### config.mk
export PLATFORM = sky130hd
export DESIGN_NAME = dpeh_qmul
export DESIGN_NICKNAME = d
export VERILOG_FILES = /design/src/rtl/core/dpeh_pkg.sv /design/src/rtl/core/dpeh_qmul.sv
export SDC_FILE = /design/constraint.sdc
export NUM_CORES = 2
export LEC_CHECK = 0
export BUFFER_PORTS_ARGS = -buffer_cell sky130_fd_sc_hd__buf_2
export CAP_MARGIN = 20
export CELL_PAD_IN_SITES_DETAIL_PLACEMENT = 1
export CELL_PAD_IN_SITES_GLOBAL_PLACEMENT = 2
export CORE_ASPECT_RATIO = 1.25
export CORE_MARGIN = 3
export CORE_UTILIZATION = 43
export DETAILED_ROUTE_END_ITERATION = 7
export PLACE_DENSITY = 0.9
export SLEW_MARGIN = 20
export SYNTH_ARGS = -nofsm -noshare
export SYNTH_HDL_FRONTEND = slang
export SYNTH_SLANG_ARGS = --single-unit
export TNS_END_PERCENT = 50
### constraint.sdc
create_clock -name aclk -period 18.5 [get_ports aclk]
set_input_delay 0.925 -clock aclk [delete_from_list [all_inputs] [get_ports aclk]]
set_output_delay 0.925 -clock aclk [all_outputs]
set_load 0.02 [all_outputs]
### src/rtl/core/dpeh_pkg.sv
// ----------------------------------------------------------------------------
// dpeh_pkg
// Shared types, constants, saturation helper, CORDIC arctangent table and the
// micro-program of the driven pendulum step unit.
// ----------------------------------------------------------------------------
package dpeh_pkg;

    localparam int DATA_W       = 48;
    localparam int HALF_W       = DATA_W / 2;
    localparam int PROD_W       = 2 * DATA_W;
    localparam int FRAC_BITS    = 32;
    localparam int STEP_W       = 47;
    localparam int COUNT_W      = 24;
    localparam int CORDIC_ITERS = 32;
    localparam int CORDIC_W     = 64;
    localparam int CORDIC_FRAC  = 60;
    localparam int CORDIC_SH    = CORDIC_FRAC - FRAC_BITS;
    localparam int IT_W         = $clog2(CORDIC_ITERS);
    // |angle| <= 2^47 (raw) and 2*pi*2^32*2^13 > 2^47, so 13 shift-subtract steps reduce it
    localparam int MOD_STEPS    = 13;
    localparam int MODK_W       = $clog2(MOD_STEPS);

    typedef logic signed [DATA_W-1:0] q_t;

    localparam q_t QMAX = {1'b0, {(DATA_W-1){1'b1}}};
    localparam q_t QMIN = {1'b1, {(DATA_W-1){1'b0}}};

    localparam logic [CORDIC_W-1:0] TWO_PI_Q60 = 64'h6487ED5110B4611A;
    localparam logic signed [CORDIC_W-1:0] PI_Q60  = TWO_PI_Q60 / 2;
    localparam logic signed [CORDIC_W-1:0] HPI_Q60 = TWO_PI_Q60 / 4;
    localparam logic signed [CORDIC_W-1:0] GAIN_Q60 = 64'sd700114967507363238;
    localparam logic [CORDIC_W-1:0] TWO_PI_F =
        (TWO_PI_Q60 + (64'd1 << (CORDIC_SH - 1))) >> CORDIC_SH;
    localparam logic signed [CORDIC_W-1:0] CORDIC_HALF = 64'sd1 <<< (CORDIC_SH - 1);

    // Reset values
    localparam q_t DAMPING_RST      = 48'sd85899346;
    localparam q_t NATURAL_FREQ_RST = 48'sd4294967296;
    localparam q_t DRIVE_AMP_RST    = 48'sd86758339;
    localparam q_t DRIVE_FREQ_RST   = 48'sd8589934592;
    localparam logic [STEP_W-1:0]  STEP_SIZE_RST   = 47'd42949673;
    localparam q_t START_ANGLE_RST  = 48'sd429496730;
    localparam logic [COUNT_W-1:0] TOTAL_STEPS_RST = 24'd100000;

    // Configuration register indexes
    localparam int CFG_IDX_W = 3;
    localparam logic [CFG_IDX_W-1:0] CFG_DAMPING      = 3'd0;
    localparam logic [CFG_IDX_W-1:0] CFG_NATURAL_FREQ = 3'd1;
    localparam logic [CFG_IDX_W-1:0] CFG_DRIVE_AMP    = 3'd2;
    localparam logic [CFG_IDX_W-1:0] CFG_DRIVE_FREQ   = 3'd3;
    localparam logic [CFG_IDX_W-1:0] CFG_STEP_SIZE    = 3'd4;
    localparam logic [CFG_IDX_W-1:0] CFG_START_ANGLE  = 3'd5;
    localparam logic [CFG_IDX_W-1:0] CFG_TOTAL_STEPS  = 3'd6;

    function automatic logic signed [DATA_W+1:0] wide(input q_t v);
        return (DATA_W + 2)'(v);
    endfunction

    function automatic q_t sat_q(input logic signed [DATA_W+1:0] v);
        if (v > wide(QMAX)) begin
            return QMAX;
        end else if (v < wide(QMIN)) begin
            return QMIN;
        end
        return q_t'(v[DATA_W-1:0]);
    endfunction

    // arctan(2^-i) at 60 fraction bits: pi/4 for i = 0, else from the truncated alternating series
    function automatic logic signed [CORDIC_W-1:0] atan_entry(input int i);
        logic signed [CORDIC_W-1:0] sum;
        logic [CORDIC_W-1:0] num, rem, term, dv;
        int e, k, j;
        if (i == 0) begin
            return TWO_PI_Q60 >> 3;
        end
        sum = '0;
        k = 0;
        for (e = CORDIC_FRAC - i; e >= 0; e = e - 2 * i) begin
            num  = 64'd1 << e;
            dv   = 64'(2 * k + 1);
            rem  = '0;
            term = '0;
            for (j = CORDIC_W - 1; j >= 0; j--) begin
                rem = {rem[CORDIC_W-2:0], num[j]};
                if (rem >= dv) begin
                    rem     = rem - dv;
                    term[j] = 1'b1;
                end
            end
            sum = (k % 2 == 1) ? sum - $signed(term) : sum + $signed(term);
            k++;
        end
        return sum;
    endfunction

    typedef logic [CORDIC_ITERS-1:0][CORDIC_W-1:0] atan_tab_t;

    function automatic atan_tab_t build_atan_tab();
        atan_tab_t t;
        for (int i = 0; i < CORDIC_ITERS; i++) begin
            t[i] = atan_entry(i);
        end
        return t;
    endfunction

    localparam atan_tab_t ATAN_TAB = build_atan_tab();

    // Micro-program
    typedef enum logic [1:0] {
        OP_ADD, OP_NSUB, OP_MUL, OP_SINCOS
    } op_t;

    typedef enum logic [4:0] {
        R_T, R_EV, R_EA, R_HV, R_HA,
        R_P, R_Q, R_K, R_SN, R_CS, R_A, R_FN, R_VP, R_XP, R_TN,
        R_W0, R_AMP, R_G, R_H, R_HH, R_DAMP2
    } reg_sel_t;

    typedef struct packed {
        op_t      op;
        reg_sel_t a;
        reg_sel_t b;
        reg_sel_t d;
    } uop_t;

    localparam int PROG_LEN = 49;
    localparam int PC_W     = $clog2(PROG_LEN);

    function automatic uop_t mk(input op_t op, input reg_sel_t a, input reg_sel_t b,
                                input reg_sel_t d);
        uop_t u;
        u.op = op;
        u.a  = a;
        u.b  = b;
        u.d  = d;
        return u;
    endfunction

    // One force evaluation: d = -2*damping*v - (w0^2 + A*G^2*cos(G*t))*sin(x)
    function automatic uop_t accel_uop(input logic [3:0] idx, input reg_sel_t t,
                                       input reg_sel_t v, input reg_sel_t x,
                                       input reg_sel_t d);
        uop_t u;
        case (idx)
            4'd0:    u = mk(OP_MUL, R_G, t, R_P);
            4'd1:    u = mk(OP_SINCOS, R_P, R_P, R_P);
            4'd2:    u = mk(OP_MUL, R_W0, R_W0, R_K);
            4'd3:    u = mk(OP_MUL, R_AMP, R_G, R_Q);
            4'd4:    u = mk(OP_MUL, R_Q, R_G, R_Q);
            4'd5:    u = mk(OP_MUL, R_Q, R_CS, R_Q);
            4'd6:    u = mk(OP_ADD, R_K, R_Q, R_K);
            4'd7:    u = mk(OP_SINCOS, x, x, R_P);
            4'd8:    u = mk(OP_MUL, R_K, R_SN, R_Q);
            4'd9:    u = mk(OP_MUL, R_DAMP2, v, R_P);
            4'd10:   u = mk(OP_NSUB, R_P, R_Q, d);
            default: u = mk(OP_NSUB, R_P, R_Q, d);
        endcase
        return u;
    endfunction

    function automatic uop_t uop_rom(input logic [PC_W-1:0] pc);
        uop_t u;
        u = mk(OP_ADD, R_T, R_H, R_T);
        if (pc < PC_W'(11)) begin
            u = accel_uop(4'(pc), R_T, R_EV, R_EA, R_A);
        end else if (pc >= PC_W'(15) && pc < PC_W'(26)) begin
            u = accel_uop(4'(pc - PC_W'(15)), R_T, R_HV, R_HA, R_FN);
        end else if (pc >= PC_W'(31) && pc < PC_W'(42)) begin
            u = accel_uop(4'(pc - PC_W'(31)), R_TN, R_VP, R_XP, R_A);
        end else begin
            case (pc)
                PC_W'(11): u = mk(OP_MUL, R_H, R_A, R_Q);
                PC_W'(12): u = mk(OP_ADD, R_EV, R_Q, R_EV);
                PC_W'(13): u = mk(OP_MUL, R_H, R_EV, R_Q);
                PC_W'(14): u = mk(OP_ADD, R_EA, R_Q, R_EA);
                PC_W'(26): u = mk(OP_MUL, R_H, R_FN, R_Q);
                PC_W'(27): u = mk(OP_ADD, R_HV, R_Q, R_VP);
                PC_W'(28): u = mk(OP_MUL, R_H, R_HV, R_Q);
                PC_W'(29): u = mk(OP_ADD, R_HA, R_Q, R_XP);
                PC_W'(30): u = mk(OP_ADD, R_T, R_H, R_TN);
                PC_W'(42): u = mk(OP_ADD, R_HV, R_VP, R_Q);
                PC_W'(43): u = mk(OP_MUL, R_HH, R_Q, R_Q);
                PC_W'(44): u = mk(OP_ADD, R_HA, R_Q, R_HA);
                PC_W'(45): u = mk(OP_ADD, R_FN, R_A, R_Q);
                PC_W'(46): u = mk(OP_MUL, R_HH, R_Q, R_Q);
                PC_W'(47): u = mk(OP_ADD, R_HV, R_Q, R_HV);
                default:   u = mk(OP_ADD, R_T, R_H, R_T);
            endcase
        end
        return u;
    endfunction

endpackage

### src/rtl/core/dpeh_qmul.sv
// ----------------------------------------------------------------------------
// dpeh_qmul
// Multi-cycle fixed-point multiply: four half-width partial products, then
// round half away from zero and saturate.
// ----------------------------------------------------------------------------
module dpeh_qmul (
    input  logic          aclk,
    input  logic          aresetn,
    input  logic          start,
    input  dpeh_pkg::q_t  a,
    input  dpeh_pkg::q_t  b,
    output logic          done,
    output dpeh_pkg::q_t  res
);
    import dpeh_pkg::*;

    localparam int R_W = PROD_W - FRAC_BITS;

    logic [DATA_W-1:0] ua_reg, ub_reg;
    logic              neg_reg;
    logic [PROD_W-1:0] acc_reg;
    logic [2:0]        cnt_reg;
    logic              busy_reg;

    logic [HALF_W-1:0] ax, by;
    logic [DATA_W-1:0] pp;
    logic [PROD_W-1:0] pp_sh, rnd;
    logic [R_W-1:0]    r;
    logic              big;

    always_comb begin
        ax    = cnt_reg[0] ? ua_reg[DATA_W-1:HALF_W] : ua_reg[HALF_W-1:0];
        by    = cnt_reg[1] ? ub_reg[DATA_W-1:HALF_W] : ub_reg[HALF_W-1:0];
        pp    = ax * by;
        pp_sh = PROD_W'(pp) << (HALF_W * (32'(cnt_reg[0]) + 32'(cnt_reg[1])));
        rnd   = acc_reg + (PROD_W'(1) << (FRAC_BITS - 1));
        r     = rnd[PROD_W-1:FRAC_BITS];
        big   = |r[R_W-1:DATA_W-1];
        if (neg_reg) begin
            res = big ? QMIN : q_t'(-r[DATA_W-1:0]);
        end else begin
            res = big ? QMAX : q_t'(r[DATA_W-1:0]);
        end
        done = busy_reg && cnt_reg[2];
    end

    always_ff @(posedge aclk) begin
        if (!aresetn) begin
            busy_reg <= 1'b0;
            cnt_reg  <= '0;
        end else if (start) begin
            busy_reg <= 1'b1;
            cnt_reg  <= '0;
        end else if (busy_reg) begin
            if (cnt_reg[2]) begin
                busy_reg <= 1'b0;
            end else begin
                cnt_reg <= cnt_reg + 3'd1;
            end
        end
    end

    always_ff @(posedge aclk) begin
        if (start) begin
            ua_reg  <= a[DATA_W-1] ? DATA_W'(-a) : DATA_W'(a);
            ub_reg  <= b[DATA_W-1] ? DATA_W'(-b) : DATA_W'(b);
            neg_reg <= a[DATA_W-1] ^ b[DATA_W-1];
            acc_reg <= '0;
        end else if (busy_reg && !cnt_reg[2]) begin
            acc_reg <= acc_reg + pp_sh;
        end
    end

endmodule

---- Word level (Yosys, flattened, before mapping) ----
Cells that the tools add are included.
operators by class
  multipliers ............................. 2
  shift operators ......................... 1
  bitwise logic cells ..................... 3
  reductions and logical operators ........ 6
  muxes and demuxes ....................... 11
  add/subtract/negate cells ............... 7
operators by type and width
  kind                                                               count
  48-bit two-way mux                                                 3
  48-bit negator                                                     3
  96-bit by 32-bit adder with 96-bit output, second input constant   1
  96-bit adder                                                       1
  48-bit by 7-bit left shift with 96-bit output                      1
  47-bit two-way mux                                                 2
  24-bit by 24-bit multiplier with 48-bit output                     1
  24-bit two-way mux                                                 2
  17-bit OR reduction                                                1
  2-bit by 2-bit multiplier with 4-bit output, first input constant  1
  3-bit by 1-bit adder with 3-bit output, second input constant      1
  1-bit two-way mux                                                  3
  3-bit two-way mux                                                  1
  1-bit by 1-bit adder with 2-bit output                             1
  1-bit logical AND                                                  2
  1-bit inverter                                                     2
  2-bit AND reduction                                                1
  2-bit OR reduction                                                 1
  1-bit zero test                                                    1
  1-bit XOR                                                          1
word-level totals
  bits in registers ....................... 197
  input port bits ......................... 99
  word-level logic and storage cells ...... 39
  output and inout bits ................... 49

---- Longest topological paths before layout ----
  word-level depth ........................ 4
  mapped depth ............................ 45
  mapped depth without buffers ............ 40

---- Worst setup path after synthesis ----
Ideal clock, no wire load.
  path kind ............................... flip-flop to flip-flop
  from .................................... reg cnt_reg[1]
  to ...................................... reg acc_reg[95]
  cell stages (with the launch flop) ...... 43
  path buffers ............................ 5
  data arrival time ....................... 11.076 ns
  period minus slack after synthesis ...... 11.218 ns
  path slack .............................. 7.282 ns
  data required time ...................... 18.358 ns
  setup time .............................. 0.142 ns
  cells stage by stage .................... dfxtp_1 clkbuf_1 clkbuf_1 clkbuf_1 mux2i_1 clkbuf_1 nor2_1 fa_1 fa_1 inv_1 fa_1 inv_1 fa_1 inv_1 fa_1 inv_1 fa_1 inv_1 [... 7 more ...] a31oi_1 o21a_1 o311a_1 or3_1 a21o_1 o21ai_0 o22ai_1 ha_1 clkbuf_1 nand4_1 or3_1 a32oi_1 nand3_1 a21boi_1 nand3_1 and3_1 o21bai_1 or4b_2
on the way
  longest elaborated chain between the ends .. 4
  elaborated cells between the ends (all ways) .. 6
  those cells by class .................... add/sub (2); mul (2); shift (1); mux (1)
RTL lines
  what                                                                                                           RTL line                          text
  start: declaration                                                                                             dpeh_qmul.sv:22                   logic [2:0] cnt_reg;
  start signal: assignment                                                                                       dpeh_qmul.sv:58                   cnt_reg <= cnt_reg + 3'd1;
  24-bit two-way mux or 1-bit by 1-bit adder with 2-bit output (tied branches)                                   dpeh_qmul.sv:33, dpeh_qmul.sv:35
  24-bit by 24-bit multiplier with 48-bit output or 2-bit by 2-bit multiplier with 4-bit output (tied branches)  dpeh_qmul.sv:34, dpeh_qmul.sv:35
  48-bit by 7-bit left shift with 96-bit output (*)                                                              dpeh_qmul.sv:35                   pp_sh = PROD_W'(pp) << (HALF_W * (32'(cnt_reg[0]) + 32'(cnt_reg[1])));
  96-bit adder (*)                                                                                               dpeh_qmul.sv:70                   acc_reg <= acc_reg + pp_sh;
  end signal: assignment                                                                                         dpeh_qmul.sv:70
  end: declaration                                                                                               dpeh_qmul.sv:21                   logic [PROD_W-1:0] acc_reg;
Every way passes the cells marked *; elsewhere a longest branch is shown, timed or not.
A chain may end at the register's enable or synchronous reset.

---- Worst setup path in the final report ----
  from .................................... reg cnt_reg[0]
  to ...................................... reg acc_reg[95]
on the way
  longest elaborated chain between the ends .. 4
  elaborated cells between the ends (all ways) .. 6
  those cells by class .................... add/sub (2); mul (2); shift (1); mux (1)
RTL lines
  what                                                                                                           RTL line
  24-bit two-way mux or 1-bit by 1-bit adder with 2-bit output (tied branches)                                   dpeh_qmul.sv:32, dpeh_qmul.sv:35
  24-bit by 24-bit multiplier with 48-bit output or 2-bit by 2-bit multiplier with 4-bit output (tied branches)  dpeh_qmul.sv:34, dpeh_qmul.sv:35
  48-bit by 7-bit left shift with 96-bit output (*)                                                              dpeh_qmul.sv:35
  96-bit adder (*)                                                                                               dpeh_qmul.sv:70
Marks and branches as above.

==> results.toml <==
[detailed_routing]
drc = 0
dr.pass1.iters = 6
drt_iter0_markers = 2501
vias_per_cell = 5.99
wl_per_cell_um = 25.5
routed_wl_um = 154000
dr_total_vias = 36100
ant_nets = 0

[timing]
fin_crit_sh_pct = 71.4
slew_violations = 0
fmax_mhz = 75.7
whs_ps = 464
min_period_ps = 13210
timing.slew.headroom_pct = 19.8
rsz0062_at_grt = "false"
hold_violations = 0
fin_skew_ps = 31.6
worst_pin_slew_ps = 1200
finalSetupViolCount = 0
tns_ps = 0

[floorplan]
die_h_um = 341
dieArea_um2 = 93600
coreArea_um2 = 88800
io_pins = 148
rows = 122
fp.dieW_um = 274
start_util_pct = 43.5

[finish]
largest_reg_flops = 96
final_core_util_pct = 46.4
layout.nets = 5703
drive_above_1_share_pct = 7.47
diodes = 0
syn_to_final_growth_pct = 6.48

[critical_path]
worst_r2r_endpoint = "acc_reg[95]"
endpoint = "acc_reg[95]"
worstPathRequired_ps = 18910
crit_arrival_ps = 13620
critPathSlowestCell = "mux2i_2"
cp-start-kind = "flip-flop"
worstRegToRegCells = 36
worstSetupPathDepth = 36
slowest_delay_ps = 1020
crit_top_cell = "fa_1"
r2r-start = "cnt_reg[0]"
reg2reg_slack_ps = 5290
path_max_fanout = 39
crit_type = "reg2reg"
cpLargestDelayFamily = "adder cells"
end_kind = "flip-flop"
cp_num_buf_inv = 5
crit_start = "cnt_reg[0]"

[clocking]
tritoncts = "built"
clk-insertion-delay-late_ps = 550
cts_root_buf = "clkbuf_16"
post_cts_buffers = 0
htree_levels = 4
cts_sinks = 197
cts_resized = 0
clock_path_buffers = 2
cts_hold_buf = 0
clk_pin_slew_ps = 90
cts_buffers = 17

[place]
port_buffers = 147
dp_hpwl_um = 124000
routabilityCongestion = 1.01

[synthesis]
ys_ff_latch = 197
syn-cell-area_um2 = 38700
avgSynthCellArea_um2 = 7.97
synth-async-reset-ratio_pct = 0
ys_seq_area_share_pct = 12.7
synth_edf_count = 97
synthesis.nets = 5714
synth-main-ff-cell = "dfxtp_1"
yosysUniqueCellTypes = 88
synth_cells = 4856
ys.warnings.count = 0

[grt]
grt_max_degree = 73
grt_overflow = 0
grt_pass1_vias = 39000
antenna_found_initial = 0
grt_use_total_pct = 33.1
grt_pass1_wl_um = 235000

[run]
maxCapViolations = 0

[min_path]
hold_path_class = "reg2reg"

[outcome]
status = "completed"
logic make-up (layout without fill, tap and decap cells):
kind of cell,after synthesis,in the layout,synth area share [%]
xor+xnor,274,274,6.20
compound gates,957,957,15.7
flops,197,197,12.7
buf+inv,873,875,8.50
mux,123,123,3.38
fa+ha+maj,759,759,33.9
simple gates,1673,1673,19.5
worst min-delay path by stage:
stage	startpoint	to	slack, ps	cells after the start
finish	acc_reg[29]	acc_reg[29]	460	2
global route	acc_reg[29]	acc_reg[29]	490	2
CTS	acc_reg[29]	acc_reg[29]	470	2
detailed placement	acc_reg[29]	acc_reg[29]	450	2
global placement	acc_reg[29]	acc_reg[29]	440	2
floorplan	acc_reg[10]	acc_reg[10]	440	2
placed cells by master (no fill, tap or decap), drive strengths merged, types with 100 or more instances in the layout:
| master | count |
|---|---|
| nor2 | 481 |
| ha | 276 |
| fa | 483 |
| nand3 | 108 |
| nand2 | 683 |
| buf | 214 |
| inv | 637 |
| xnor2 | 199 |
| dfxtp | 100 |
| o21ai | 193 |
| a21oi | 309 |
layer usage:
metal | vias up | track usage, % | share of wire (%)
met1 | 18300 | 36.6 | 36
met5 | - | 0 | 0
li1 | 16200 | - | -
met4 | 0 | 22.9 | 8.4
met2 | 1167 | 58.6 | 50
met3 | 487 | 4.52 | 5.1
cell type report:
cell class,instances,area [µm²]
Fill cell,10900,47700
Inverter,629,2360
Sequential cell,197,4920
Multi-Input combinational cell,3786,30600
Clock inverter,15,214
Timing Repair Buffer,214,1240
Tap cell,1178,1470
Clock buffer,17,425
Yosys cell counts, drive strengths merged (29+ instances only):
library cell  count  area share, %
ha              276            8.9
a21o             93            1.8
o21bai           40           0.78
xnor2           199            4.5
fa              483             25
clkbuf          214            2.1
mux2i            71            1.8
inv             628            6.1
nand2           683            6.6
a21oi           309            4.0
edfxtp           97            7.5
o21ai           193            2.5
a211oi           30           0.58
or3              39           0.66
nor2            481            4.7
xor2             75            1.7
buf              30           0.32
o31ai            38           0.77
mux2             51            1.5
nand3           108            1.4
dfxtp           100            5.2
nand4            59           0.95
o22ai            29           0.47
and2             48           0.78
and3             48           0.78
nor3             57           0.82
metrics by stage:
step           worst slack (ps)  std cells  instance area (µm²)
2_1_floorplan              7280       4856                38700
3_3_place_gp               5860       6004                40500
3_5_place_dp               5560       6004                40500
4_1_cts                    5510       6036                41200
5_1_grt                    4820       6036                41200
6_report                   5290       6036                41200
worst reg2reg max path, delay by kind of cell, from the launching register on:
family | cells | cell delay [ps]
buffers and inverters | 5 | 850
DFF | 1 | 560
and+or+nand+nor | 11 | 2790
AOI/OAI and AO/OA | 10 | 3250
adders and majority gates | 9 | 4610
muxes | 1 | 1040
Power is not shown: default switching activity piles up to over one toggle a cycle in this logic, so the estimate is an artifact.
