File: src/rtl/core/dpeh_pkg.sv
// ----------------------------------------------------------------------------
// dpeh_pkg
// Shared types, constants, saturation helper, CORDIC arctangent table and the
// micro-program of the driven pendulum step unit.
// ----------------------------------------------------------------------------
package dpeh_pkg;

    localparam int DATA_W       = 48;
    localparam int HALF_W       = DATA_W / 2;
    localparam int PROD_W       = 2 * DATA_W;
    localparam int FRAC_BITS    = 32;
    localparam int STEP_W       = 47;
    localparam int COUNT_W      = 24;
    localparam int CORDIC_ITERS = 32;
    localparam int CORDIC_W     = 64;
    localparam int CORDIC_FRAC  = 60;
    localparam int CORDIC_SH    = CORDIC_FRAC - FRAC_BITS;
    localparam int IT_W         = $clog2(CORDIC_ITERS);
    // |angle| <= 2^47 (raw) and 2*pi*2^32*2^13 > 2^47, so 13 shift-subtract steps reduce it
    localparam int MOD_STEPS    = 13;
    localparam int MODK_W       = $clog2(MOD_STEPS);

    typedef logic signed [DATA_W-1:0] q_t;

    localparam q_t QMAX = {1'b0, {(DATA_W-1){1'b1}}};
    localparam q_t QMIN = {1'b1, {(DATA_W-1){1'b0}}};

    localparam logic [CORDIC_W-1:0] TWO_PI_Q60 = 64'h6487ED5110B4611A;
    localparam logic signed [CORDIC_W-1:0] PI_Q60  = TWO_PI_Q60 / 2;
    localparam logic signed [CORDIC_W-1:0] HPI_Q60 = TWO_PI_Q60 / 4;
    localparam logic signed [CORDIC_W-1:0] GAIN_Q60 = 64'sd700114967507363238;
    localparam logic [CORDIC_W-1:0] TWO_PI_F =
        (TWO_PI_Q60 + (64'd1 << (CORDIC_SH - 1))) >> CORDIC_SH;
    localparam logic signed [CORDIC_W-1:0] CORDIC_HALF = 64'sd1 <<< (CORDIC_SH - 1);

    // Reset values
    localparam q_t DAMPING_RST      = 48'sd85899346;
    localparam q_t NATURAL_FREQ_RST = 48'sd4294967296;
    localparam q_t DRIVE_AMP_RST    = 48'sd86758339;
    localparam q_t DRIVE_FREQ_RST   = 48'sd8589934592;
    localparam logic [STEP_W-1:0]  STEP_SIZE_RST   = 47'd42949673;
    localparam q_t START_ANGLE_RST  = 48'sd429496730;
    localparam logic [COUNT_W-1:0] TOTAL_STEPS_RST = 24'd100000;

    // Configuration register indexes
    localparam int CFG_IDX_W = 3;
    localparam logic [CFG_IDX_W-1:0] CFG_DAMPING      = 3'd0;
    localparam logic [CFG_IDX_W-1:0] CFG_NATURAL_FREQ = 3'd1;
    localparam logic [CFG_IDX_W-1:0] CFG_DRIVE_AMP    = 3'd2;
    localparam logic [CFG_IDX_W-1:0] CFG_DRIVE_FREQ   = 3'd3;
    localparam logic [CFG_IDX_W-1:0] CFG_STEP_SIZE    = 3'd4;
    localparam logic [CFG_IDX_W-1:0] CFG_START_ANGLE  = 3'd5;
    localparam logic [CFG_IDX_W-1:0] CFG_TOTAL_STEPS  = 3'd6;

    function automatic logic signed [DATA_W+1:0] wide(input q_t v);
        return (DATA_W + 2)'(v);
    endfunction

    function automatic q_t sat_q(input logic signed [DATA_W+1:0] v);
        if (v > wide(QMAX)) begin
            return QMAX;
        end else if (v < wide(QMIN)) begin
            return QMIN;
        end
        return q_t'(v[DATA_W-1:0]);
    endfunction

    // arctan(2^-i) at 60 fraction bits: pi/4 for i = 0, else from the truncated alternating series
    function automatic logic signed [CORDIC_W-1:0] atan_entry(input int i);
        logic signed [CORDIC_W-1:0] sum;
        logic [CORDIC_W-1:0] num, rem, term, dv;
        int e, k, j;
        if (i == 0) begin
            return TWO_PI_Q60 >> 3;
        end
        sum = '0;
        k = 0;
        for (e = CORDIC_FRAC - i; e >= 0; e = e - 2 * i) begin
            num  = 64'd1 << e;
            dv   = 64'(2 * k + 1);
            rem  = '0;
            term = '0;
            for (j = CORDIC_W - 1; j >= 0; j--) begin
                rem = {rem[CORDIC_W-2:0], num[j]};
                if (rem >= dv) begin
                    rem     = rem - dv;
                    term[j] = 1'b1;
                end
            end
            sum = (k % 2 == 1) ? sum - $signed(term) : sum + $signed(term);
            k++;
        end
        return sum;
    endfunction

    typedef logic [CORDIC_ITERS-1:0][CORDIC_W-1:0] atan_tab_t;

    function automatic atan_tab_t build_atan_tab();
        atan_tab_t t;
        for (int i = 0; i < CORDIC_ITERS; i++) begin
            t[i] = atan_entry(i);
        end
        return t;
    endfunction

    localparam atan_tab_t ATAN_TAB = build_atan_tab();

    // Micro-program
    typedef enum logic [1:0] {
        OP_ADD, OP_NSUB, OP_MUL, OP_SINCOS
    } op_t;

    typedef enum logic [4:0] {
        R_T, R_EV, R_EA, R_HV, R_HA,
        R_P, R_Q, R_K, R_SN, R_CS, R_A, R_FN, R_VP, R_XP, R_TN,
        R_W0, R_AMP, R_G, R_H, R_HH, R_DAMP2
    } reg_sel_t;

    typedef struct packed {
        op_t      op;
        reg_sel_t a;
        reg_sel_t b;
        reg_sel_t d;
    } uop_t;

    localparam int PROG_LEN = 49;
    localparam int PC_W     = $clog2(PROG_LEN);

    function automatic uop_t mk(input op_t op, input reg_sel_t a, input reg_sel_t b,
                                input reg_sel_t d);
        uop_t u;
        u.op = op;
        u.a  = a;
        u.b  = b;
        u.d  = d;
        return u;
    endfunction

    // One force evaluation: d = -2*damping*v - (w0^2 + A*G^2*cos(G*t))*sin(x)
    function automatic uop_t accel_uop(input logic [3:0] idx, input reg_sel_t t,
                                       input reg_sel_t v, input reg_sel_t x,
                                       input reg_sel_t d);
        uop_t u;
        case (idx)
            4'd0:    u = mk(OP_MUL, R_G, t, R_P);
            4'd1:    u = mk(OP_SINCOS, R_P, R_P, R_P);
            4'd2:    u = mk(OP_MUL, R_W0, R_W0, R_K);
            4'd3:    u = mk(OP_MUL, R_AMP, R_G, R_Q);
            4'd4:    u = mk(OP_MUL, R_Q, R_G, R_Q);
            4'd5:    u = mk(OP_MUL, R_Q, R_CS, R_Q);
            4'd6:    u = mk(OP_ADD, R_K, R_Q, R_K);
            4'd7:    u = mk(OP_SINCOS, x, x, R_P);
            4'd8:    u = mk(OP_MUL, R_K, R_SN, R_Q);
            4'd9:    u = mk(OP_MUL, R_DAMP2, v, R_P);
            4'd10:   u = mk(OP_NSUB, R_P, R_Q, d);
            default: u = mk(OP_NSUB, R_P, R_Q, d);
        endcase
        return u;
    endfunction

    function automatic uop_t uop_rom(input logic [PC_W-1:0] pc);
        uop_t u;
        u = mk(OP_ADD, R_T, R_H, R_T);
        if (pc < PC_W'(11)) begin
            u = accel_uop(4'(pc), R_T, R_EV, R_EA, R_A);
        end else if (pc >= PC_W'(15) && pc < PC_W'(26)) begin
            u = accel_uop(4'(pc - PC_W'(15)), R_T, R_HV, R_HA, R_FN);
        end else if (pc >= PC_W'(31) && pc < PC_W'(42)) begin
            u = accel_uop(4'(pc - PC_W'(31)), R_TN, R_VP, R_XP, R_A);
        end else begin
            case (pc)
                PC_W'(11): u = mk(OP_MUL, R_H, R_A, R_Q);
                PC_W'(12): u = mk(OP_ADD, R_EV, R_Q, R_EV);
                PC_W'(13): u = mk(OP_MUL, R_H, R_EV, R_Q);
                PC_W'(14): u = mk(OP_ADD, R_EA, R_Q, R_EA);
                PC_W'(26): u = mk(OP_MUL, R_H, R_FN, R_Q);
                PC_W'(27): u = mk(OP_ADD, R_HV, R_Q, R_VP);
                PC_W'(28): u = mk(OP_MUL, R_H, R_HV, R_Q);
                PC_W'(29): u = mk(OP_ADD, R_HA, R_Q, R_XP);
                PC_W'(30): u = mk(OP_ADD, R_T, R_H, R_TN);
                PC_W'(42): u = mk(OP_ADD, R_HV, R_VP, R_Q);
                PC_W'(43): u = mk(OP_MUL, R_HH, R_Q, R_Q);
                PC_W'(44): u = mk(OP_ADD, R_HA, R_Q, R_HA);
                PC_W'(45): u = mk(OP_ADD, R_FN, R_A, R_Q);
                PC_W'(46): u = mk(OP_MUL, R_HH, R_Q, R_Q);
                PC_W'(47): u = mk(OP_ADD, R_HV, R_Q, R_HV);
                default:   u = mk(OP_ADD, R_T, R_H, R_T);
            endcase
        end
        return u;
    endfunction

endpackage

File: src/rtl/core/dpeh_sincos.sv
// ----------------------------------------------------------------------------
// dpeh_sincos
// Sine and cosine: reduce modulo 2*pi by shift-subtract, fold into
// [-pi/2, pi/2], then one CORDIC rotation per cycle.
// ----------------------------------------------------------------------------
module dpeh_sincos (
    input  logic          aclk,
    input  logic          aresetn,
    input  logic          start,
    input  dpeh_pkg::q_t  angle,
    output logic          done,
    output dpeh_pkg::q_t  sin_val,
    output dpeh_pkg::q_t  cos_val
);
    import dpeh_pkg::*;

    typedef enum logic [5:0] {
        SC_IDLE = 6'b000001,
        SC_MOD  = 6'b000010,
        SC_WRAP = 6'b000100,
        SC_FOLD = 6'b001000,
        SC_ROT  = 6'b010000,
        SC_DONE = 6'b100000
    } sc_state_t;

    sc_state_t state_reg, state_next;

    logic [DATA_W-1:0]          mag_reg;
    logic                       neg_reg, flip_reg;
    logic [MODK_W-1:0]          k_reg;
    logic [IT_W-1:0]            it_reg;
    logic signed [CORDIC_W-1:0] x_reg, y_reg, z_reg;

    logic [CORDIC_W-1:0]        cmp;
    logic signed [CORDIC_W-1:0] z0, dx, dy, at, xf, sr, cr;

    always_comb begin
        cmp = TWO_PI_F << k_reg;
        z0  = $signed(CORDIC_W'(mag_reg)) <<< CORDIC_SH;
        if (neg_reg) begin
            z0 = -z0;
        end
        dx = y_reg >>> it_reg;
        dy = x_reg >>> it_reg;
        at = $signed(ATAN_TAB[it_reg]);
        xf = flip_reg ? -x_reg : x_reg;
        sr = (y_reg + CORDIC_HALF) >>> CORDIC_SH;
        cr = (xf + CORDIC_HALF) >>> CORDIC_SH;
        sin_val = q_t'(sr[DATA_W-1:0]);
        cos_val = q_t'(cr[DATA_W-1:0]);
        done    = (state_reg == SC_DONE);
    end

    always_comb begin
        state_next = state_reg;
        case (state_reg)
            SC_IDLE: if (start) state_next = SC_MOD;
            SC_MOD:  if (k_reg == '0) state_next = SC_WRAP;
            SC_WRAP: state_next = SC_FOLD;
            SC_FOLD: state_next = SC_ROT;
            SC_ROT:  if (it_reg == IT_W'(CORDIC_ITERS - 1)) state_next = SC_DONE;
            SC_DONE: state_next = SC_IDLE;
            default: state_next = SC_IDLE;
        endcase
    end

    always_ff @(posedge aclk) begin
        if (!aresetn) begin
            state_reg <= SC_IDLE;
        end else begin
            state_reg <= state_next;
        end
    end

    always_ff @(posedge aclk) begin
        case (state_reg)
            SC_IDLE: begin
                mag_reg <= angle[DATA_W-1] ? DATA_W'(-angle) : DATA_W'(angle);
                neg_reg <= angle[DATA_W-1];
                k_reg   <= MODK_W'(MOD_STEPS - 1);
            end
            SC_MOD: begin
                if (CORDIC_W'(mag_reg) >= cmp) begin
                    mag_reg <= mag_reg - DATA_W'(cmp);
                end
                k_reg <= k_reg - MODK_W'(1);
            end
            SC_WRAP: begin
                if (z0 > PI_Q60) begin
                    z_reg <= z0 - $signed(TWO_PI_Q60);
                end else if (z0 < -PI_Q60) begin
                    z_reg <= z0 + $signed(TWO_PI_Q60);
                end else begin
                    z_reg <= z0;
                end
            end
            SC_FOLD: begin
                if (z_reg > HPI_Q60) begin
                    z_reg    <= PI_Q60 - z_reg;
                    flip_reg <= 1'b1;
                end else if (z_reg < -HPI_Q60) begin
                    z_reg    <= -PI_Q60 - z_reg;
                    flip_reg <= 1'b1;
                end else begin
                    flip_reg <= 1'b0;
                end
                x_reg  <= GAIN_Q60;
                y_reg  <= '0;
                it_reg <= '0;
            end
            SC_ROT: begin
                if (z_reg >= 0) begin
                    x_reg <= x_reg - dx;
                    y_reg <= y_reg + dy;
                    z_reg <= z_reg - at;
                end else begin
                    x_reg <= x_reg + dx;
                    y_reg <= y_reg - dy;
                    z_reg <= z_reg + at;
                end
                it_reg <= it_reg + IT_W'(1);
            end
            default: begin
                k_reg <= k_reg;
            end
        endcase
    end

endmodule

File: config.mk
export PLATFORM = sky130hd
export DESIGN_NAME = dpeh_sincos
export DESIGN_NICKNAME = d
export VERILOG_FILES = /design/src/rtl/core/dpeh_pkg.sv /design/src/rtl/core/dpeh_sincos.sv
export SDC_FILE = /design/constraint.sdc
export NUM_CORES = 2
export LEC_CHECK = 0
export BUFFER_PORTS_ARGS = -buffer_cell sky130_fd_sc_hd__buf_2
export CAP_MARGIN = 20
export CORE_UTILIZATION = 55
export CTS_BUF_LIST = sky130_fd_sc_hd__clkbuf_4 sky130_fd_sc_hd__clkbuf_8 sky130_fd_sc_hd__clkbuf_16
export CTS_CLUSTER_SIZE = 14
export DETAILED_ROUTE_END_ITERATION = 7
export GPL_TIMING_DRIVEN = 0
export HOLD_SLACK_MARGIN = 0.15
export PLACE_DENSITY = 0.75
export SETUP_SLACK_MARGIN = 0.4
export SYNTH_ARGS = -nofsm -noshare
export SYNTH_HDL_FRONTEND = slang
export SYNTH_SLANG_ARGS = --single-unit
File: constraint.sdc
create_clock -name aclk -period 7.88 [get_ports aclk]
set_input_delay 1.97 -clock aclk [delete_from_list [all_inputs] [get_ports aclk]]
set_output_delay 1.97 -clock aclk [all_outputs]
set_load 0.05 [all_outputs]
Word level (Yosys, flattened, before mapping)
Memory sizes are Yosys's and may differ from the RTL's. A register that Yosys moved wholly into a read port is not among the register bits.
Cells that the tools add are included.

word-level totals
  register bits = 257
  memory bits (read-only) = 2048
  bits of input ports = 51
  output and inout port bits = 97
  logic and storage cells = 81
  memories = 1

memories
  name             words  width  rd ports  clocked after Yosys merged registers in  wr ports  RTL line           RTL
  (no name shown)  32     64     1         1                                        0         dpeh_sincos.sv:45  at = $signed(ATAN_TAB[it_reg]);

operators by class
  $add $sub $neg = 18
  magnitude comparators = 7
  equality and inequality tests = 12
  shift-type cells = 3
  muxes and demuxes = 24
  reductions and logical operators = 7

operator list
  kind                                                  number
  2-to-1 mux 64 bit                                     10
  one-hot mux 64 bit (2 select lines)                   2
  adder 64 bit                                          3
  one-hot mux 64 bit (3 select lines)                   1
  subtractor 64 bit                                     3
  adder 64 x 29 -> 64 bit, second input constant        2
  negation 64 bit                                       2
  >>> shifter 64 x 5 -> 64 bit                          2
  subtractor 63 x 64 -> 64 bit, first input constant    2
  2-to-1 mux 48 bit                                     2
  one-hot mux 48 bit (2 select lines)                   1
  adder 64 bit, second input constant                   1
  >= comparator 48 x 64 -> 1 bit                        1
  >= comparator 64 x 1 -> 1 bit, second input constant  1
  > comparator 64 x 62 -> 1 bit, second input constant  1
  > comparator 64 x 63 -> 1 bit, second input constant  1
  < comparator 64 x 62 -> 1 bit, second input constant  1
  < comparator 64 x 63 -> 1 bit, second input constant  1
  left shift 35 x 4 -> 64 bit, first input constant     1
  subtractor 64 bit, second input constant              1
  negation 48 bit                                       1
  subtractor 48 bit                                     1
  one-hot mux 6 bit (5 select lines)                    1
  2-to-1 mux 6 bit                                      3
  21 further kinds                                      26

Longest topological paths before layout
  depth in word-level cells = 6
  gate-level depth with buffers = 35
  gate-level depth less buffers = 27

Worst setup path before layout
OpenSTA, ideal clock, no wires.

  kind = register -> register
  start point = register it_reg[2]
  end point = register x_reg[63] (data pin)
  library setup time = 0.266 ns
  arrival time = 7.512 ns
  required time = 7.614 ns
  setup slack = 0.102 ns
  cell stages (with the launch flop) = 34
  path buffers = 11
  period minus slack after synthesis = 7.778 ns
  path through = edfxtp_1 -> clkbuf_1 -> buf_2 -> buf_2 -> buf_2 -> buf_1 -> buf_2 -> buf_2 -> buf_1 -> clkbuf_1 -> clkbuf_1 -> mux2i_1 -> o221ai_1 -> a21oi_1 -> ha_1 -> nand4_1 -> nor3b_1 -> nand4b_1 -> or2_2 -> o41ai_1 -> xnor2_1 -> ha_1 -> clkbuf_1 -> a21o_1 -> or3_1 -> o31a_1 -> a21oi_1 -> o21a_1 -> o311a_1 -> a21oi_1 -> a211oi_1 -> o21ai_0 -> xnor2_1 -> nor2_1

between the ends
  word-level cells in the longest chain between the ends = 4
  elaborated cells between the ends (all ways) = 5
  classes of those cells = 2 x add/sub; 1 x shift; 2 x mux

ends and longest elaborated chain
  element                                                   RTL line                                RTL
  start: declaration                                        dpeh_sincos.sv:31                       logic [IT_W-1:0] it_reg;
  start signal: assignment                                  dpeh_sincos.sv:121                      it_reg <= it_reg + IT_W'(1);
  >>> shifter 64 x 5 -> 64 bit (*)                          dpeh_sincos.sv:43                       dx = y_reg >>> it_reg;
  adder 64 bit / subtractor 64 bit (equally long branches)  dpeh_sincos.sv:117, dpeh_sincos.sv:113
  2-to-1 mux 64 bit (*)                                     dpeh_sincos.sv:112                      if (z_reg >= 0) begin
  one-hot mux 64 bit (2 select lines) (*)                   dpeh_sincos.sv:76                       case (state_reg)
  end signal: assignment                                    dpeh_sincos.sv:113                      x_reg <= x_reg - dx;
  end signal: assignment                                    dpeh_sincos.sv:117                      x_reg <= x_reg + dx;
  end: declaration                                          dpeh_sincos.sv:32                       logic signed [CORDIC_W-1:0] x_reg, y_reg, z_reg;

Every way passes the cells marked *; elsewhere a longest branch is shown, timed or not.
A chain may end at the register's enable or synchronous reset.

Worst setup path after layout
  start point = register it_reg[3]
  end point = register x_reg[46] (data pin)

Same word-level chain as after synthesis.

==> impl_metrics.sql <==
INSERT INTO impl_metrics (metric_group, metric, value, unit) VALUES
('clock_tree', 'count_of_hold_fix_buffers_inserted_at_cts', '0', ''),
('clock_tree', 'htree_levels', '2', ''),
('die', 'row_count', '111', ''),
('synthesis', 'yosysUniqueCellTypes', '106', ''),
('synthesis', 'syn_avg_cell_area', '7.89', 'sq um'),
('power', 'clock_power_share', '31.6', '%'),
('power', 'max-vdd-ir-drop', '160', 'uV'),
('drt', 'detail_route.vias_per_cell', '7.17', ''),
('global_route', 'global_route.usage.total', '47.9', '%'),
('setup_path', 'worst_path_largest_cell_delay', '0.73', 'ns'),
('power', 'power.sequential.fraction', '32.5', '%'),
('power', 'power.switching', '2.37', 'mW'),
('synthesis', 'syn_nets', '6833', ''),
('synthesis', 'mappedNetlistArea', '0.0512', 'sq mm'),
('synthesis', 'synthCells', '6489', ''),
('global_route', 'antenna_found_initial', '8', ''),
('setup_path', 'end_kind', 'flop', ''),
('cells_and_area', 'layout_area_overhead', '15.1', '%'),
('setup_path', 'r2r_cells', '29', ''),
('setup_path', 'critPathRequiredTime', '8.22', 'ns'),
('setup_path', 'worstReg2RegStart', 'it_reg[3]', ''),
('cells_and_area', 'layout.nets', '7198', ''),
('sta', 'final.setup.worst_slack', '0.202', 'ns'),
('cells_and_area', 'postLayoutCellArea', '0.0589', 'sq mm'),
('synthesis', 'synth_seq_area_share', '17.3', '%'),
('setup_path', 'worst-r2r-setup-slack', '0.20', 'ns'),
('die', 'io-pin-count', '148', ''),
('global_route', 'grt_pass1_vias', '53200', ''),
('power', 'design_power_total', '6.18', 'mW'),
('sta', 'slew-limit-headroom', '4.20', '%'),
('die', 'initial_utilization', '55.7', '%'),
('placed_design', 'detailed_place.area', '0.0538', 'sq mm'),
('sta', 'grt_setup_unrepaired', 'true', ''),
('setup_path', 'worstPathMaxFanout', '10', ''),
('global_route', 'grt_pass1_wl', '343000', 'microns'),
('sta', 'timing.final.setup_violations', '0', ''),
('setup_path', 'crit_top_cell', 'buf_6', ''),
('clock_tree', 'cts_num_sinks', '317', ''),
('clock_tree', 'cts.reportedPaths.clkPinSlew', '0.06', 'ns'),
('drt', 'route.detailed.drc', '16', ''),
('cells_and_area', 'post_layout_nonfiller_instances', '8132', ''),
('power', 'pwr_per_cell_area', '105', 'mW/mm^2'),
('min_path', 'min-delay-start', 'state_reg[2]', ''),
('global_route', 'gr-usage-met2', '72.9', '%'),
('sta', 'post-route-min-period', '7.68', 'ns'),
('min_path', 'min-delay-path-class', 'flop to flop', ''),
('clock_tree', 'worst_skew_pair.late_latency', '0.64', 'ns'),
('synthesis', 'synth_largest_type_area_fraction', '14.7', '%'),
('sta', 'final_hold_viol_count', '0', ''),
('outcome', 'run_status', 'finished, violations left', ''),
('setup_path', 'crit_family', 'compound AO/OA/AOI/OAI gates', ''),
('setup_path', 'worst-setup-path-type', 'flop to flop', ''),
('cells_and_area', 'most-common-layout-cells', '625 x nand2_1, 559 x nor2_1, 448 x o21ai_0', ''),
('placed_design', 'dpl.hpwl', '181000', 'microns'),
('setup_path', 'critical_path.startpoint_type', 'flop', ''),
('sta', 'tightestPinTransition', '1.44', 'ns'),
('drt', 'routed_wirelength_normalized_by_instance_count', '29.2', 'microns'),
('die', 'design.die.area', '0.0943', 'sq mm'),
('cells_and_area', 'register_area', '0.00886', 'sq mm'),
('min_path', 'worst_hold_path.endpoint', 'state_reg[3]', ''),
('placed_design', 'finalWeightedCongestion', '1.14', ''),
('clock_tree', 'cts-buffers-inserted', '40', ''),
('cells_and_area', 'fillCellCount', '8131', ''),
('synthesis', 'yosys-top-cells-area', 'edfxtp_1 15%, mux4_2 7.1%, ha_1 7.1%, xnor2_1 6.6%, xor2_1 4.9%', ''),
('drt', 'wirelength', '237000', 'microns'),
('setup_path', 'critPathSlowestCell', 'clkbuf_1', ''),
('setup_path', 'timing.critical_path.arrival', '8.02', 'ns'),
('synthesis', 'asyncSetResetFlopFracSynth', '0', '%'),
('setup_path', 'critical_path_buf_inv_count', '8', ''),
('outcome', 'violated_checks', 'design-rule violations', ''),
('placed_design', 'placement.io_buffers', '147', '');
-- per-stage QoR --
step / hold slack, ns / utilization, %
after floorplan: 0.495 / -
after global placement: 0.536 / 58.2
after detailed placement: 0.574 / 58.5
after CTS: 0.584 / 61.9
after global routing: 0.625 / 64.1
final: 0.589 / 64.1
-- logic make-up (layout without fill, tap and decap cells) --
logic type,Yosys count,in the layout,synth area share (%)
mux,430,430,12.9
fa+ha+maj,295,295,7.26
other cells,0,5,0
simple gates,2118,2118,20.0
xor+xnor,668,668,11.4
compound gates,2015,2015,25.6
flops,317,317,17.3
buf+inv,646,1041,5.53
-- how the worst max path moves through the flow --
stage / endpoint / cells after the start
2_1_floorplan: x_reg[63] / 33
3_3_place_gp: x_reg[62] / 33
3_5_place_dp: x_reg[62] / 33
4_1_cts: x_reg[63] / 34
5_1_grt: x_reg[46] / 27
6_report: x_reg[46] / 29
-- tightest hold or removal path: stages (launching register included) --
cell      delay, ns
dfxtp_1        0.35
nand3b_1       0.13
nor2_1         0.06
-- timing repair --
action,in CTS,in global routing
resized for setup,339,319
pin swaps,45,68
endpoints found under the setup margin,204,81
setup buffers,58,103
endpoints found under the hold margin,0,0
-- cell usage after synthesis (all sizes together) (21+ instances only) --
library cell / n
nor3: 117
edfxtp: 251
or4: 40
nand3: 158
and3: 54
nor2b: 45
inv: 139
nor2: 569
a31oi: 86
nor4: 63
clkbuf: 351
a221oi: 30
mux2: 95
ha: 289
o21a: 54
dfxtp: 66
o221ai: 36
a21oi: 451
nand3b: 22
o21bai: 50
o22ai: 83
a21boi: 23
o31a: 21
a22oi: 45
o41ai: 42
mux4: 170
mux2i: 165
nand4: 95
nor3b: 23
or2: 54
a211oi: 70
nand2: 632
o31ai: 100
and2: 47
xor2: 285
o21ai: 498
a21o: 162
nand2b: 74
xnor2: 383
or3: 67
o211ai: 51
buf: 155
-- final cells by class --
type                    instances  area share, %
well taps                    1243           2.64
inverters                     140          0.896
plain buffers                 505           5.27
flip-flops and latches        317           15.0
diodes                          5         0.0212
clock inverters                22          0.414
multi-input cells            5526           70.0
repair buffers                324           3.79
clock buffers                  50           1.90
-- metal layers --
layer	wire, microns	vias up
li1	-	25200
met1	85100	27400
met2	101000	4584
met3	29000	1137
met4	22200	8
met5	98	-
-- power groups by stage --
stage | sequential [mW] | clock (mW) | combinational, mW
6_report | 2.01 | 1.95 | 2.22
5_1_grt | 2.01 | 2.00 | 2.38
4_1_cts | 2.01 | 1.94 | 2.14
3_5_place_dp | 2.04 | 0 | 2.12
3_3_place_gp | 2.05 | 0 | 2.08
2_1_floorplan | 2.01 | 0 | 1.56
Note: power is estimated with default switching activity, not from simulation.
